**src/design/ctsd_pkg.sv**
```systemverilog
// ----------------------------------------------------------------------------
// ctsd_pkg: centroid triangle subdivider shared definitions
// Widths, register indexes, payload structs and inter-module bundles.
// ----------------------------------------------------------------------------
package ctsd_pkg;

    localparam int COORD_WIDTH    = 32;
    localparam int ID_WIDTH       = 32;
    localparam int MAX_DEPTH      = 3;
    localparam int DEPTH_WIDTH    = 2;
    localparam int CFG_IDX_WIDTH  = 1;
    localparam int CFG_DATA_WIDTH = ID_WIDTH;
    localparam int JOBQ_DEPTH     = 2;

    localparam logic [CFG_IDX_WIDTH-1:0] REG_DEPTH    = 1'b0;
    localparam logic [CFG_IDX_WIDTH-1:0] REG_FIRST_ID = 1'b1;

    localparam logic [DEPTH_WIDTH-1:0] DEPTH_RESET = 2'd1;

    localparam logic KIND_POINT = 1'b0;
    localparam logic KIND_TRI   = 1'b1;

    localparam logic [1:0] CHI_FIRST = 2'd0;
    localparam logic [1:0] CHI_LAST  = 2'd2;

    typedef struct packed {
        logic        [ID_WIDTH-1:0]    corner0_id;
        logic        [ID_WIDTH-1:0]    corner1_id;
        logic        [ID_WIDTH-1:0]    corner2_id;
        logic signed [COORD_WIDTH-1:0] corner0_x;
        logic signed [COORD_WIDTH-1:0] corner0_y;
        logic signed [COORD_WIDTH-1:0] corner0_z;
        logic signed [COORD_WIDTH-1:0] corner1_x;
        logic signed [COORD_WIDTH-1:0] corner1_y;
        logic signed [COORD_WIDTH-1:0] corner1_z;
        logic signed [COORD_WIDTH-1:0] corner2_x;
        logic signed [COORD_WIDTH-1:0] corner2_y;
        logic signed [COORD_WIDTH-1:0] corner2_z;
    } t_tri_in;

    typedef struct packed {
        logic                          kind;
        logic        [ID_WIDTH-1:0]    vertex_a;
        logic        [ID_WIDTH-1:0]    vertex_b;
        logic        [ID_WIDTH-1:0]    vertex_c;
        logic signed [COORD_WIDTH-1:0] point_x;
        logic signed [COORD_WIDTH-1:0] point_y;
        logic signed [COORD_WIDTH-1:0] point_z;
        logic                          id_overflow;
        logic                          last;
    } t_result;

    typedef struct packed {
        logic signed [COORD_WIDTH-1:0] x;
        logic signed [COORD_WIDTH-1:0] y;
        logic signed [COORD_WIDTH-1:0] z;
    } t_xyz;

    typedef struct packed {
        logic [ID_WIDTH-1:0] id;
        t_xyz                p;
    } t_vtx;

    typedef struct packed {
        t_tri_in                corners;
        logic [DEPTH_WIDTH-1:0] depth;
    } t_job;

    typedef struct packed {
        logic                      en;
        logic [CFG_IDX_WIDTH-1:0]  idx;
        logic [CFG_DATA_WIDTH-1:0] data;
    } t_cfg_wr;

    typedef struct packed {
        logic       start;
        t_xyz [2:0] pts;
    } t_cen_req;

    typedef struct packed {
        logic done;
        t_xyz c;
    } t_cen_rsp;

endpackage

```
**src/design/ctsd_front.sv**
```systemverilog
// ----------------------------------------------------------------------------
// ctsd_front: input side of the subdivider
// Accepts triangles, tags each with its effective depth and queues them.
// ----------------------------------------------------------------------------
module ctsd_front #(
    parameter int MAX_DEPTH = ctsd_pkg::MAX_DEPTH
) (
    input  logic              i_clk,
    input  logic              i_rst_n,
    input  logic              i_push,
    output logic              o_full,
    input  ctsd_pkg::t_tri_in i_tri,
    input  ctsd_pkg::t_cfg_wr i_cfg,
    output logic              o_job_vld,
    output ctsd_pkg::t_job    o_job,
    input  logic              i_job_pop
);

    localparam int QD = ctsd_pkg::JOBQ_DEPTH;
    localparam int QA = (QD > 1) ? $clog2(QD) : 1;
    localparam int QC = $clog2(QD + 1);

    logic [ctsd_pkg::DEPTH_WIDTH-1:0] r_depth;
    logic [ctsd_pkg::DEPTH_WIDTH-1:0] w_eff_depth;
    ctsd_pkg::t_job                   r_q [QD];
    logic [QA-1:0]                    r_wp;
    logic [QA-1:0]                    r_rp;
    logic [QC-1:0]                    r_cnt;
    logic                             w_wr;
    logic                             w_rd;

    assign o_full    = (r_cnt == QC'(QD));
    assign o_job_vld = (r_cnt != '0);
    assign o_job     = r_q[r_rp];
    assign w_wr      = i_push && !o_full;
    assign w_rd      = i_job_pop && o_job_vld;

    always_comb begin
        if (r_depth > ctsd_pkg::DEPTH_WIDTH'(MAX_DEPTH)) begin
            w_eff_depth = ctsd_pkg::DEPTH_WIDTH'(MAX_DEPTH);
        end else begin
            w_eff_depth = r_depth;
        end
    end

    always_ff @(posedge i_clk) begin
        if (!i_rst_n) begin
            r_depth <= ctsd_pkg::DEPTH_RESET;
            r_wp    <= '0;
            r_rp    <= '0;
            r_cnt   <= '0;
        end else begin
            if (i_cfg.en && i_cfg.idx == ctsd_pkg::REG_DEPTH) begin
                r_depth <= i_cfg.data[ctsd_pkg::DEPTH_WIDTH-1:0];
            end
            if (w_wr) begin
                r_wp <= (r_wp == QA'(QD - 1)) ? '0 : r_wp + 1'b1;
            end
            if (w_rd) begin
                r_rp <= (r_rp == QA'(QD - 1)) ? '0 : r_rp + 1'b1;
            end
            if (w_wr && !w_rd) begin
                r_cnt <= r_cnt + 1'b1;
            end else if (w_rd && !w_wr) begin
                r_cnt <= r_cnt - 1'b1;
            end
        end
    end

    always_ff @(posedge i_clk) begin
        if (w_wr) begin
            r_q[r_wp].corners <= i_tri;
            r_q[r_wp].depth   <= w_eff_depth;
        end
    end

endmodule

```
**src/design/ctsd_centroid.sv**
```systemverilog
// ----------------------------------------------------------------------------
// ctsd_centroid: centroid unit
// Sums three corners per axis and divides by three, truncating toward zero,
// eight quotient bits per cycle on all three axes at once.
// ----------------------------------------------------------------------------
module ctsd_centroid (
    input  logic               i_clk,
    input  logic               i_rst_n,
    input  ctsd_pkg::t_cen_req i_req,
    output ctsd_pkg::t_cen_rsp o_rsp
);

    localparam int CW    = ctsd_pkg::COORD_WIDTH;
    localparam int SW    = CW + 2;
    localparam int NSTEP = (SW + 7) / 8;
    localparam int DW    = NSTEP * 8;
    localparam int NW    = (NSTEP > 1) ? $clog2(NSTEP) : 1;

    typedef enum logic [3:0] {
        C_IDLE = 4'b0001,
        C_ABS  = 4'b0010,
        C_DIV  = 4'b0100,
        C_OUT  = 4'b1000
    } t_cstate;

    t_cstate                r_state;
    logic [NW-1:0]          r_cnt;
    logic signed [SW-1:0]   r_sum [3];
    logic                   r_neg [3];
    logic [DW-1:0]          r_dvd [3];
    logic [DW-1:0]          r_quo [3];
    logic [1:0]             r_rem [3];
    logic [DW-1:0]          n_quo [3];
    logic [1:0]             n_rem [3];
    logic signed [CW-1:0]   w_crd [3][3];
    logic [CW-1:0]          w_res [3];

    always_comb begin
        for (int i = 0; i < 3; i++) begin
            w_crd[i][0] = i_req.pts[i].x;
            w_crd[i][1] = i_req.pts[i].y;
            w_crd[i][2] = i_req.pts[i].z;
        end
    end

    always_comb begin
        logic [2:0]    t;
        logic [1:0]    rem;
        logic [DW-1:0] quo;
        for (int k = 0; k < 3; k++) begin
            rem = r_rem[k];
            quo = r_quo[k];
            for (int b = 0; b < 8; b++) begin
                t = {rem, r_dvd[k][DW-1-b]};
                if (t >= 3'd3) begin
                    rem = 2'(t - 3'd3);
                    quo = {quo[DW-2:0], 1'b1};
                end else begin
                    rem = t[1:0];
                    quo = {quo[DW-2:0], 1'b0};
                end
            end
            n_rem[k] = rem;
            n_quo[k] = quo;
        end
    end

    always_comb begin
        for (int k = 0; k < 3; k++) begin
            w_res[k] = r_neg[k] ? CW'(-r_quo[k][CW-1:0]) : r_quo[k][CW-1:0];
        end
    end

    assign o_rsp.done = (r_state == C_OUT);
    assign o_rsp.c.x  = w_res[0];
    assign o_rsp.c.y  = w_res[1];
    assign o_rsp.c.z  = w_res[2];

    always_ff @(posedge i_clk) begin
        if (!i_rst_n) begin
            r_state <= C_IDLE;
            r_cnt   <= '0;
        end else begin
            unique case (r_state)
                C_IDLE: begin
                    if (i_req.start) begin
                        r_state <= C_ABS;
                    end
                end
                C_ABS: begin
                    r_cnt   <= '0;
                    r_state <= C_DIV;
                end
                C_DIV: begin
                    r_cnt <= r_cnt + 1'b1;
                    if (r_cnt == NW'(NSTEP - 1)) begin
                        r_state <= C_OUT;
                    end
                end
                C_OUT: begin
                    r_state <= C_IDLE;
                end
                default: begin
                    r_state <= C_IDLE;
                end
            endcase
        end
    end

    always_ff @(posedge i_clk) begin
        for (int k = 0; k < 3; k++) begin
            if (r_state == C_IDLE && i_req.start) begin
                r_sum[k] <= SW'(w_crd[0][k]) + SW'(w_crd[1][k]) + SW'(w_crd[2][k]);
            end
            if (r_state == C_ABS) begin
                r_neg[k] <= r_sum[k][SW-1];
                r_dvd[k] <= DW'(unsigned'(r_sum[k][SW-1] ? -r_sum[k] : r_sum[k]));
                r_quo[k] <= '0;
                r_rem[k] <= '0;
            end
            if (r_state == C_DIV) begin
                r_dvd[k] <= r_dvd[k] << 8;
                r_quo[k] <= n_quo[k];
                r_rem[k] <= n_rem[k];
            end
        end
    end

endmodule

```
**src/design/ctsd_back.sv**
```systemverilog
// ----------------------------------------------------------------------------
// ctsd_back: traversal engine
// Walks the subdivision tree in pre-order with a per-level frame stack,
// hands out point ids and drives the result register.
// ----------------------------------------------------------------------------
module ctsd_back #(
    parameter int MAX_DEPTH = ctsd_pkg::MAX_DEPTH
) (
    input  logic               i_clk,
    input  logic               i_rst_n,
    input  ctsd_pkg::t_cfg_wr  i_cfg,
    input  logic               i_job_vld,
    input  ctsd_pkg::t_job     i_job,
    output logic               o_job_pop,
    output ctsd_pkg::t_cen_req o_cen,
    input  ctsd_pkg::t_cen_rsp i_cen,
    output logic               o_empty,
    input  logic               i_pop,
    output ctsd_pkg::t_result  o_res
);

    localparam int LW  = $clog2(MAX_DEPTH + 1);
    localparam int SPW = (MAX_DEPTH > 1) ? $clog2(MAX_DEPTH) : 1;
    localparam int IW  = ctsd_pkg::ID_WIDTH;

    typedef enum logic [4:0] {
        B_IDLE  = 5'b00001,
        B_NODE  = 5'b00010,
        B_WAIT  = 5'b00100,
        B_PNT   = 5'b01000,
        B_CLIMB = 5'b10000
    } t_bstate;

    typedef struct packed {
        ctsd_pkg::t_vtx [2:0] v;
        ctsd_pkg::t_vtx       c;
    } t_frame;

    t_bstate                          r_state;
    logic [LW-1:0]                    r_lvl;
    logic [ctsd_pkg::DEPTH_WIDTH-1:0] r_depth;
    logic                             r_ovf;
    logic [IW-1:0]                    r_next_id;
    ctsd_pkg::t_vtx [2:0]             r_cur;
    ctsd_pkg::t_xyz                   r_cen;
    t_frame                           r_stk [MAX_DEPTH];
    logic [1:0]                       r_chi [MAX_DEPTH];
    logic                             r_ovld;
    ctsd_pkg::t_result                r_out;

    logic           w_out_rdy;
    logic           w_leaf;
    logic           w_all_done;
    logic           w_sat;
    logic           w_emit;
    logic [SPW-1:0] w_push;
    logic [SPW-1:0] w_top;
    t_frame         w_tf;
    logic [1:0]     w_tchi;
    ctsd_pkg::t_vtx w_cvtx;

    assign w_out_rdy = !r_ovld || i_pop;
    assign w_leaf    = ctsd_pkg::DEPTH_WIDTH'(r_lvl) >= r_depth;
    assign w_sat     = (r_next_id == '1);
    assign w_emit    = ((r_state == B_NODE) && w_leaf && w_out_rdy) ||
                       ((r_state == B_PNT) && w_out_rdy);
    assign w_push    = SPW'(r_lvl);
    assign w_top     = SPW'(r_lvl - 1'b1);
    assign w_tf      = r_stk[w_top];
    assign w_tchi    = r_chi[w_top];
    assign w_cvtx.id = r_next_id;
    assign w_cvtx.p  = r_cen;

    always_comb begin
        w_all_done = 1'b1;
        for (int i = 0; i < MAX_DEPTH; i++) begin
            if (i < int'(r_lvl) && r_chi[i] != ctsd_pkg::CHI_LAST) begin
                w_all_done = 1'b0;
            end
        end
    end

    assign o_job_pop = (r_state == B_IDLE) && i_job_vld;

    always_comb begin
        o_cen.start = (r_state == B_NODE) && !w_leaf;
        for (int i = 0; i < 3; i++) begin
            o_cen.pts[i] = r_cur[i].p;
        end
    end

    assign o_empty = !r_ovld;
    assign o_res   = r_out;

    always_ff @(posedge i_clk) begin
        if (!i_rst_n) begin
            r_state   <= B_IDLE;
            r_lvl     <= '0;
            r_ovf     <= 1'b0;
            r_next_id <= '0;
            r_ovld    <= 1'b0;
        end else begin
            if (w_emit) begin
                r_ovld <= 1'b1;
            end else if (i_pop) begin
                r_ovld <= 1'b0;
            end
            if (i_cfg.en && i_cfg.idx == ctsd_pkg::REG_FIRST_ID) begin
                r_next_id <= IW'(i_cfg.data);
            end
            unique case (r_state)
                B_IDLE: begin
                    if (i_job_vld) begin
                        r_lvl   <= '0;
                        r_ovf   <= 1'b0;
                        r_state <= B_NODE;
                    end
                end
                B_NODE: begin
                    if (w_leaf) begin
                        if (w_out_rdy) begin
                            r_state <= w_all_done ? B_IDLE : B_CLIMB;
                        end
                    end else begin
                        r_state <= B_WAIT;
                    end
                end
                B_WAIT: begin
                    if (i_cen.done) begin
                        r_state <= B_PNT;
                    end
                end
                B_PNT: begin
                    if (w_out_rdy) begin
                        if (w_sat) begin
                            r_ovf <= 1'b1;
                        end else begin
                            r_next_id <= r_next_id + 1'b1;
                        end
                        r_lvl   <= r_lvl + 1'b1;
                        r_state <= B_NODE;
                    end
                end
                B_CLIMB: begin
                    if (w_tchi == ctsd_pkg::CHI_LAST) begin
                        r_lvl <= r_lvl - 1'b1;
                    end else begin
                        r_state <= B_NODE;
                    end
                end
                default: begin
                    r_state <= B_IDLE;
                end
            endcase
        end
    end

    always_ff @(posedge i_clk) begin
        unique case (r_state)
            B_IDLE: begin
                if (i_job_vld) begin
                    r_depth      <= i_job.depth;
                    r_cur[0].id  <= i_job.corners.corner0_id;
                    r_cur[0].p.x <= i_job.corners.corner0_x;
                    r_cur[0].p.y <= i_job.corners.corner0_y;
                    r_cur[0].p.z <= i_job.corners.corner0_z;
                    r_cur[1].id  <= i_job.corners.corner1_id;
                    r_cur[1].p.x <= i_job.corners.corner1_x;
                    r_cur[1].p.y <= i_job.corners.corner1_y;
                    r_cur[1].p.z <= i_job.corners.corner1_z;
                    r_cur[2].id  <= i_job.corners.corner2_id;
                    r_cur[2].p.x <= i_job.corners.corner2_x;
                    r_cur[2].p.y <= i_job.corners.corner2_y;
                    r_cur[2].p.z <= i_job.corners.corner2_z;
                end
            end
            B_NODE: begin
                if (w_leaf && w_out_rdy) begin
                    r_out.kind        <= ctsd_pkg::KIND_TRI;
                    r_out.vertex_a    <= r_cur[0].id;
                    r_out.vertex_b    <= r_cur[1].id;
                    r_out.vertex_c    <= r_cur[2].id;
                    r_out.point_x     <= '0;
                    r_out.point_y     <= '0;
                    r_out.point_z     <= '0;
                    r_out.id_overflow <= r_ovf;
                    r_out.last        <= w_all_done;
                end
            end
            B_WAIT: begin
                if (i_cen.done) begin
                    r_cen <= i_cen.c;
                end
            end
            B_PNT: begin
                if (w_out_rdy) begin
                    r_out.kind        <= ctsd_pkg::KIND_POINT;
                    r_out.vertex_a    <= r_next_id;
                    r_out.vertex_b    <= '0;
                    r_out.vertex_c    <= '0;
                    r_out.point_x     <= r_cen.x;
                    r_out.point_y     <= r_cen.y;
                    r_out.point_z     <= r_cen.z;
                    r_out.id_overflow <= r_ovf || w_sat;
                    r_out.last        <= 1'b0;
                    r_stk[w_push].v   <= r_cur;
                    r_stk[w_push].c   <= w_cvtx;
                    r_chi[w_push]     <= ctsd_pkg::CHI_FIRST;
                    // child (a, c, b)
                    r_cur[1] <= w_cvtx;
                    r_cur[2] <= r_cur[1];
                end
            end
            B_CLIMB: begin
                if (w_tchi != ctsd_pkg::CHI_LAST) begin
                    r_chi[w_top] <= w_tchi + 1'b1;
                    r_cur[2]     <= w_tf.c;
                    if (w_tchi == ctsd_pkg::CHI_FIRST) begin
                        // child (b, d, c)
                        r_cur[0] <= w_tf.v[1];
                        r_cur[1] <= w_tf.v[2];
                    end else begin
                        // child (d, a, c)
                        r_cur[0] <= w_tf.v[2];
                        r_cur[1] <= w_tf.v[0];
                    end
                end
            end
            default: begin
            end
        endcase
    end

endmodule

```
**src/design/centroid_triangle_subdivider_unit.sv**
```systemverilog
// ----------------------------------------------------------------------------
// centroid_triangle_subdivider_unit: recursive 1-to-3 centroid subdivider
// Splits each input triangle about its centroid down to the set depth and
// streams new points and leaf triangles in pre-order.
// ----------------------------------------------------------------------------
// Input: push a triangle (ids and Q16.16 corners) while full is low; a
//   two-entry queue holds triangles waiting for the traversal engine.
// Results: while empty is low o_res holds the oldest result; pop takes it.
//   Points and triangles of one input come out in pre-order, last marks the
//   final one. One result register; a stalled receiver stops the traversal,
//   nothing is dropped.
// Config: i_cfg_we with index 0 sets the depth (reset 1, clamped to
//   MAX_DEPTH), index 1 loads the first new point id (reset 0). The id
//   counter carries over from one triangle to the next.
// Timing: a point passes through one sum, one magnitude, five divide
//   steps of eight bits and one sign step, plus handoff; the time per
//   triangle grows with depth and is set by the shared centroid unit.
// Reset: synchronous, empties queue and result register, clears id counter.
// ----------------------------------------------------------------------------
module centroid_triangle_subdivider_unit #(
    parameter int MAX_DEPTH = ctsd_pkg::MAX_DEPTH
) (
    input  logic                                i_clk,
    input  logic                                i_rst_n,
    input  logic                                push,
    output logic                                full,
    input  ctsd_pkg::t_tri_in                   i_tri,
    output logic                                empty,
    input  logic                                pop,
    output ctsd_pkg::t_result                   o_res,
    input  logic                                i_cfg_we,
    input  logic [ctsd_pkg::CFG_IDX_WIDTH-1:0]  i_cfg_idx,
    input  logic [ctsd_pkg::CFG_DATA_WIDTH-1:0] i_cfg_data
);

    ctsd_pkg::t_cfg_wr  w_cfg;
    logic               w_job_vld;
    ctsd_pkg::t_job     w_job;
    logic               w_job_pop;
    ctsd_pkg::t_cen_req w_cen_req;
    ctsd_pkg::t_cen_rsp w_cen_rsp;

    assign w_cfg.en   = i_cfg_we;
    assign w_cfg.idx  = i_cfg_idx;
    assign w_cfg.data = i_cfg_data;

    ctsd_front #(
        .MAX_DEPTH (MAX_DEPTH)
    ) u_front (
        .i_clk     (i_clk),
        .i_rst_n   (i_rst_n),
        .i_push    (push),
        .o_full    (full),
        .i_tri     (i_tri),
        .i_cfg     (w_cfg),
        .o_job_vld (w_job_vld),
        .o_job     (w_job),
        .i_job_pop (w_job_pop)
    );

    ctsd_centroid u_cen (
        .i_clk   (i_clk),
        .i_rst_n (i_rst_n),
        .i_req   (w_cen_req),
        .o_rsp   (w_cen_rsp)
    );

    ctsd_back #(
        .MAX_DEPTH (MAX_DEPTH)
    ) u_back (
        .i_clk     (i_clk),
        .i_rst_n   (i_rst_n),
        .i_cfg     (w_cfg),
        .i_job_vld (w_job_vld),
        .i_job     (w_job),
        .o_job_pop (w_job_pop),
        .o_cen     (w_cen_req),
        .i_cen     (w_cen_rsp),
        .o_empty   (empty),
        .i_pop     (pop),
        .o_res     (o_res)
    );

endmodule

```
**config.mk**
```make
export PLATFORM = sky130hd
export DESIGN_NAME = centroid_triangle_subdivider_unit
export DESIGN_NICKNAME = d
export VERILOG_FILES = /design/src/design/ctsd_pkg.sv /design/src/design/ctsd_front.sv /design/src/design/ctsd_centroid.sv /design/src/design/ctsd_back.sv /design/src/design/centroid_triangle_subdivider_unit.sv
export SDC_FILE = /design/constraint.sdc
export NUM_CORES = 2
export LEC_CHECK = 0
export ABC_AREA = 1
export BUFFER_PORTS_ARGS = -buffer_cell sky130_fd_sc_hd__buf_2
export CORE_MARGIN = 2
export CORE_UTILIZATION = 40
export DETAILED_ROUTE_END_ITERATION = 12
export GPL_ROUTABILITY_DRIVEN = 0
export HOLD_SLACK_MARGIN = 0.15
export PLACE_DENSITY_LB_ADDON = 0.3
export SLEW_MARGIN = 20
export SYNTH_ARGS = -nofsm -noshare
export SYNTH_HDL_FRONTEND = slang
export SYNTH_HIERARCHICAL = 1
export SYNTH_SLANG_ARGS = --single-unit
```
**constraint.sdc**
```tcl
create_clock -name i_clk -period 77.8 [get_ports i_clk]
set_input_delay 23.34 -clock i_clk [delete_from_list [all_inputs] [get_ports i_clk]]
set_output_delay 23.34 -clock i_clk [all_outputs]
set_load 0.005 [all_outputs]
```
==> impl_metrics.prom <==
# TYPE chip_impl_metric gauge
chip_impl_info{name="outcome",value="complete, no violations"} 1
chip_impl_metric{name="detailed_place_hpwl",unit="mm"} 243.6
chip_impl_metric{name="clkLatencyLatePin",unit="ns"} 0.93
chip_impl_metric{name="worst_slew_pin_slew",unit="ns"} 1.121
chip_impl_metric{name="power.ir.vdd_worst",unit="mV"} 0.05127
chip_impl_metric{name="synth_enable_flop_cells",unit=""} 3312
chip_impl_metric{name="report.final.setup_viol",unit=""} 0
chip_impl_metric{name="placementRows",unit=""} 220
chip_impl_metric{name="slowest_delay",unit="ns"} 0.89
chip_impl_metric{name="finalHoldViolations",unit=""} 0
chip_impl_metric{name="cts_hold_buffers",unit=""} 0
chip_impl_metric{name="cts_setup_buffers",unit=""} 0
chip_impl_metric{name="worst-path-buf-inv",unit=""} 6
chip_impl_info{name="end_kind",value="register"} 1
chip_impl_metric{name="chip_height",unit="um"} 603.7
chip_impl_metric{name="fmax",unit="GHz"} 0.03689
chip_impl_info{name="clock_root_buffer",value="sky130_fd_sc_hd__clkbuf_16"} 1
chip_impl_metric{name="clock_skew",unit="ns"} 0.04440
chip_impl_info{name="startpoint_type",value="input port"} 1
chip_impl_metric{name="final_antenna_net_count",unit=""} 0
chip_impl_metric{name="worst_setup_hold_path_clk_slew",unit="ns"} 0.05
chip_impl_info{name="worst_path_max_delay_cell",value="sky130_fd_sc_hd__buf_4"} 1
chip_impl_metric{name="die_area",unit="sq mm"} 0.3644
chip_impl_metric{name="final.setup.tns",unit="ns"} 0
chip_impl_metric{name="drv.max_cap_violation_count",unit=""} 0
chip_impl_metric{name="grt_overflow",unit=""} 0
chip_impl_metric{name="slew_headroom",unit=""} 0.2529
chip_impl_metric{name="final_layout_size_suffix_gt1_frac",unit=""} 0.1497
chip_impl_info{name="crit_chain",value="buf_2 > nor2_1 > nor2_1 > inv_1 > nor2_4 > buf_4 > buf_4 > buf_4 > buf_4"} 1
chip_impl_info{name="rsz0062_at_grt",value="no"} 1
chip_impl_metric{name="core_region",unit="sq mm"} 0.3587
chip_impl_metric{name="first_pass_iters",unit=""} 6
chip_impl_metric{name="syn-cell-area",unit="sq mm"} 0.1439
chip_impl_metric{name="number_of_buffers_inserted_during_clock_tree_synthesis",unit=""} 359
chip_impl_metric{name="initialDrtViolationCount",unit=""} 8135
chip_impl_metric{name="critPathRequiredTime",unit="ns"} 78.32
chip_impl_metric{name="ys_ff_latch",unit=""} 3375
chip_impl_metric{name="synthesized_instance_count",unit=""} 11077
chip_impl_metric{name="antenna_found_initial",unit=""} 53
chip_impl_metric{name="postSynthNetCount",unit=""} 11736
chip_impl_metric{name="final_worst_path_period_share",unit=""} 0.3484
chip_impl_metric{name="fin_nets",unit=""} 12018
chip_impl_metric{name="place.detailed.instances",unit=""} 15771
chip_impl_info{name="layout_commonest_cell",value="sky130_fd_sc_hd__edfxtp_1"} 1
chip_impl_metric{name="htreeDepth",unit=""} 5
chip_impl_metric{name="syn_avg_cell_area",unit="sq um"} 12.99
chip_impl_metric{name="routedWlPerCell",unit="um"} 23.08
chip_impl_metric{name="post_cts_resize_count",unit=""} 0
chip_impl_metric{name="post-route-min-period",unit="ns"} 27.11
chip_impl_metric{name="netlist-cell-type-count",unit=""} 63
chip_impl_info{name="ys.flop_type",value="sky130_fd_sc_hd__edfxtp_1"} 1
chip_impl_metric{name="max-clock-path-buffers",unit=""} 4
chip_impl_info{name="layout.cells.most_common_list",value="sky130_fd_sc_hd__edfxtp_1, sky130_fd_sc_hd__nand2_1, sky130_fd_sc_hd__nor2_1"} 1
chip_impl_info{name="criticalPathCategory",value="in2reg"} 1
chip_impl_metric{name="power.density",unit="mW/mm^2"} 38.26
chip_impl_metric{name="tritoncts_num_sinks",unit=""} 3375
chip_impl_metric{name="wl",unit="mm"} 379.5
chip_impl_metric{name="start_util",unit=""} 0.4011
chip_impl_metric{name="vias_in_the_first_global_route",unit=""} 87048
chip_impl_info{name="tritoncts",value="built"} 1
chip_impl_metric{name="grt.total_usage",unit=""} 0.2020
chip_impl_metric{name="static-leakage-power",unit="nW"} 56.94
chip_impl_metric{name="grt_first_pass_wirelength",unit="mm"} 557.9
chip_impl_metric{name="seq_area_frac_synth",unit=""} 0.7001
chip_impl_metric{name="synth_warnings",unit=""} 6
chip_impl_metric{name="synthesis_to_layout_area_growth",unit="%"} 11.58
chip_impl_info{name="most_used_cell_along_the_critical_path",value="sky130_fd_sc_hd__buf_4"} 1
chip_impl_metric{name="worst-path-max-fanout",unit=""} 67
chip_impl_info{name="critPathTopFamily",value="buffers and inverters"} 1
chip_impl_metric{name="ios",unit=""} 619
chip_impl_metric{name="grt_max_degree",unit=""} 182
chip_impl_metric{name="rrSetupSlack",unit="ns"} 71.87
chip_impl_metric{name="remaining_drc_errors",unit=""} 0
chip_impl_metric{name="worst-endpoint-arrival",unit="ns"} 27.63
chip_impl_metric{name="avgViaCountPerCell",unit=""} 5.328
chip_impl_metric{name="final_cell_count_no_fill",unit=""} 16443
chip_impl_metric{name="final_slew_violations",unit=""} 0
chip_impl_info{name="min-delay-path-class",value="reg2reg"} 1
chip_impl_metric{name="place.port_buffers",unit=""} 618
chip_impl_metric{name="synthArstFlopShare",unit=""} 0
chip_impl_metric{name="vias",unit=""} 87608
chip_impl_metric{name="dieWidth",unit="um"} 603.7
==> registers in the layout, indices dropped and copies added, names as in the netlist, 2 cells and up, named ones only <==
signal and cells:
u_cen/r_rem 6, u_cen/r_state 4, u_cen/r_quo 96, u_back/o_cen 288, u_back/r_state 5, u_back/o_res 195
u_cen/r_sum 102, u_back/r_stk 1536, u_back/r_chi 8, u_cen/r_cnt 3, u_back/r_next_id 32, u_back/r_lvl 2
u_back/r_cen 96, u_cen/r_neg 3, u_front/r_q 772, u_back/r_cur 96, u_front/r_depth 2, u_back/r_depth 2
u_cen/r_dvd 120, u_front/r_cnt 2
==> cells by family after synthesis <==
group	after synthesis	synth area share
DFF	3375	0.7001
buffers and inverters	1429	0.04961
muxes	388	0.03036
AOI/OAI and AO/OA	1691	0.07206
xor gates and xnor gates	242	0.01473
adders and majority gates	237	0.02578
and+or+nand+nor	3715	0.1073
==> stage by stage <==
step                instance area [sq um]  setup WS, ns  total power, mW  utilization  hold WS, ns
floorplan                          143900         31.47            4.069            -       0.4203
CTS                                160400         50.79            6.182       0.4473       0.4734
detailed placement                 149300         49.79            4.520       0.4162       0.4588
finish                             160500         50.69            6.141       0.4475       0.4727
global placement                   149300         49.88            4.495       0.4162       0.4542
global route                       160500         50.50            6.446       0.4475       0.4895
==> cell usage after synthesis (all sizes together), types with 3 or more instances <==
master	count	area, sq um
o21bai	11	82.58
nand3b	11	82.58
clkbuf	247	927.1
buf	567	3901
and3	15	93.84
nand2	2202	8348
o41ai	3	26.28
xor2	190	1664
nor4	13	81.33
xnor2	52	455.4
o31ai	10	75.07
a21o	5	37.54
fa	99	1982
edfxtp	3312	99460
a21boi	8	60.05
a31oi	20	125.1
nor2	749	2974
o21a	136	1021
a32o	5	50.05
nor3	71	421.7
or2	14	87.59
dfxtp	63	1261
nor3b	7	62.56
o211ai	482	3618
o21ai	609	3048
a21oi	357	1836
ha	138	1727
nand4	44	287.8
o221ai	32	280.3
inv	613	2301
o22ai	3	18.77
mux2	386	4347
a211oi	3	22.52
nand3	588	2993
==> worst paths after layout <==
kind	startpoint	end	depth (start not counted)
setup / recovery	pop	u_back/r_stk[2][193]	9
hold / removal	u_back/r_ovf	u_back/r_ovf	2
setup reg to reg	u_back/r_lvl[0]	u_back/o_cen[170]	11
hold reg to reg	u_back/r_ovf	u_back/r_ovf	2
==> cell type report <==
| class | instances | area (sq um) |
|---|---|---|
| diodes | 23 | 57.56 |
| multi-input cells | 6273 | 36120 |
| flip-flops and latches | 3375 | 100700 |
| clock inverters | 206 | 1624 |
| well taps | 4773 | 5972 |
| fillers | 31827 | 198200 |
| repair buffers | 735 | 4096 |
| clock buffers | 443 | 9563 |
| inverters | 615 | 2349 |
==> metal layers <==
metal | vias up | wire (um) | GRT usage
met4 | 10 | 19880 | 0.1022
met5 | - | 64 | 0
met3 | 737 | 22580 | 0.02529
met1 | 43807 | 154600 | 0.2629
li1 | 39899 | - | -
met2 | 3155 | 182300 | 0.3336
==> where the power goes <==
part           internal [mW]  switching, mW  total, mW
sequential              2.46          0.186       2.64
combinational          0.621           1.23       1.85
clock                  0.938          0.706       1.64
total                   4.02           2.12       6.14
==> worst register-to-register path, stage by stage, from the launching register on <==
cell                       delay (ns)
sky130_fd_sc_hd__dfxtp_4         0.60
sky130_fd_sc_hd__inv_8           0.25
sky130_fd_sc_hd__ha_4            0.68
sky130_fd_sc_hd__buf_4           0.78
sky130_fd_sc_hd__buf_4           0.85
sky130_fd_sc_hd__buf_4           0.88
sky130_fd_sc_hd__buf_4           0.91
sky130_fd_sc_hd__nand3_1         0.17
sky130_fd_sc_hd__o21ai_1         0.19
sky130_fd_sc_hd__nand2_1         0.10
sky130_fd_sc_hd__o211ai_1        0.12
sky130_fd_sc_hd__nand3_1         0.13
Power figures use the tool's default switching activity.
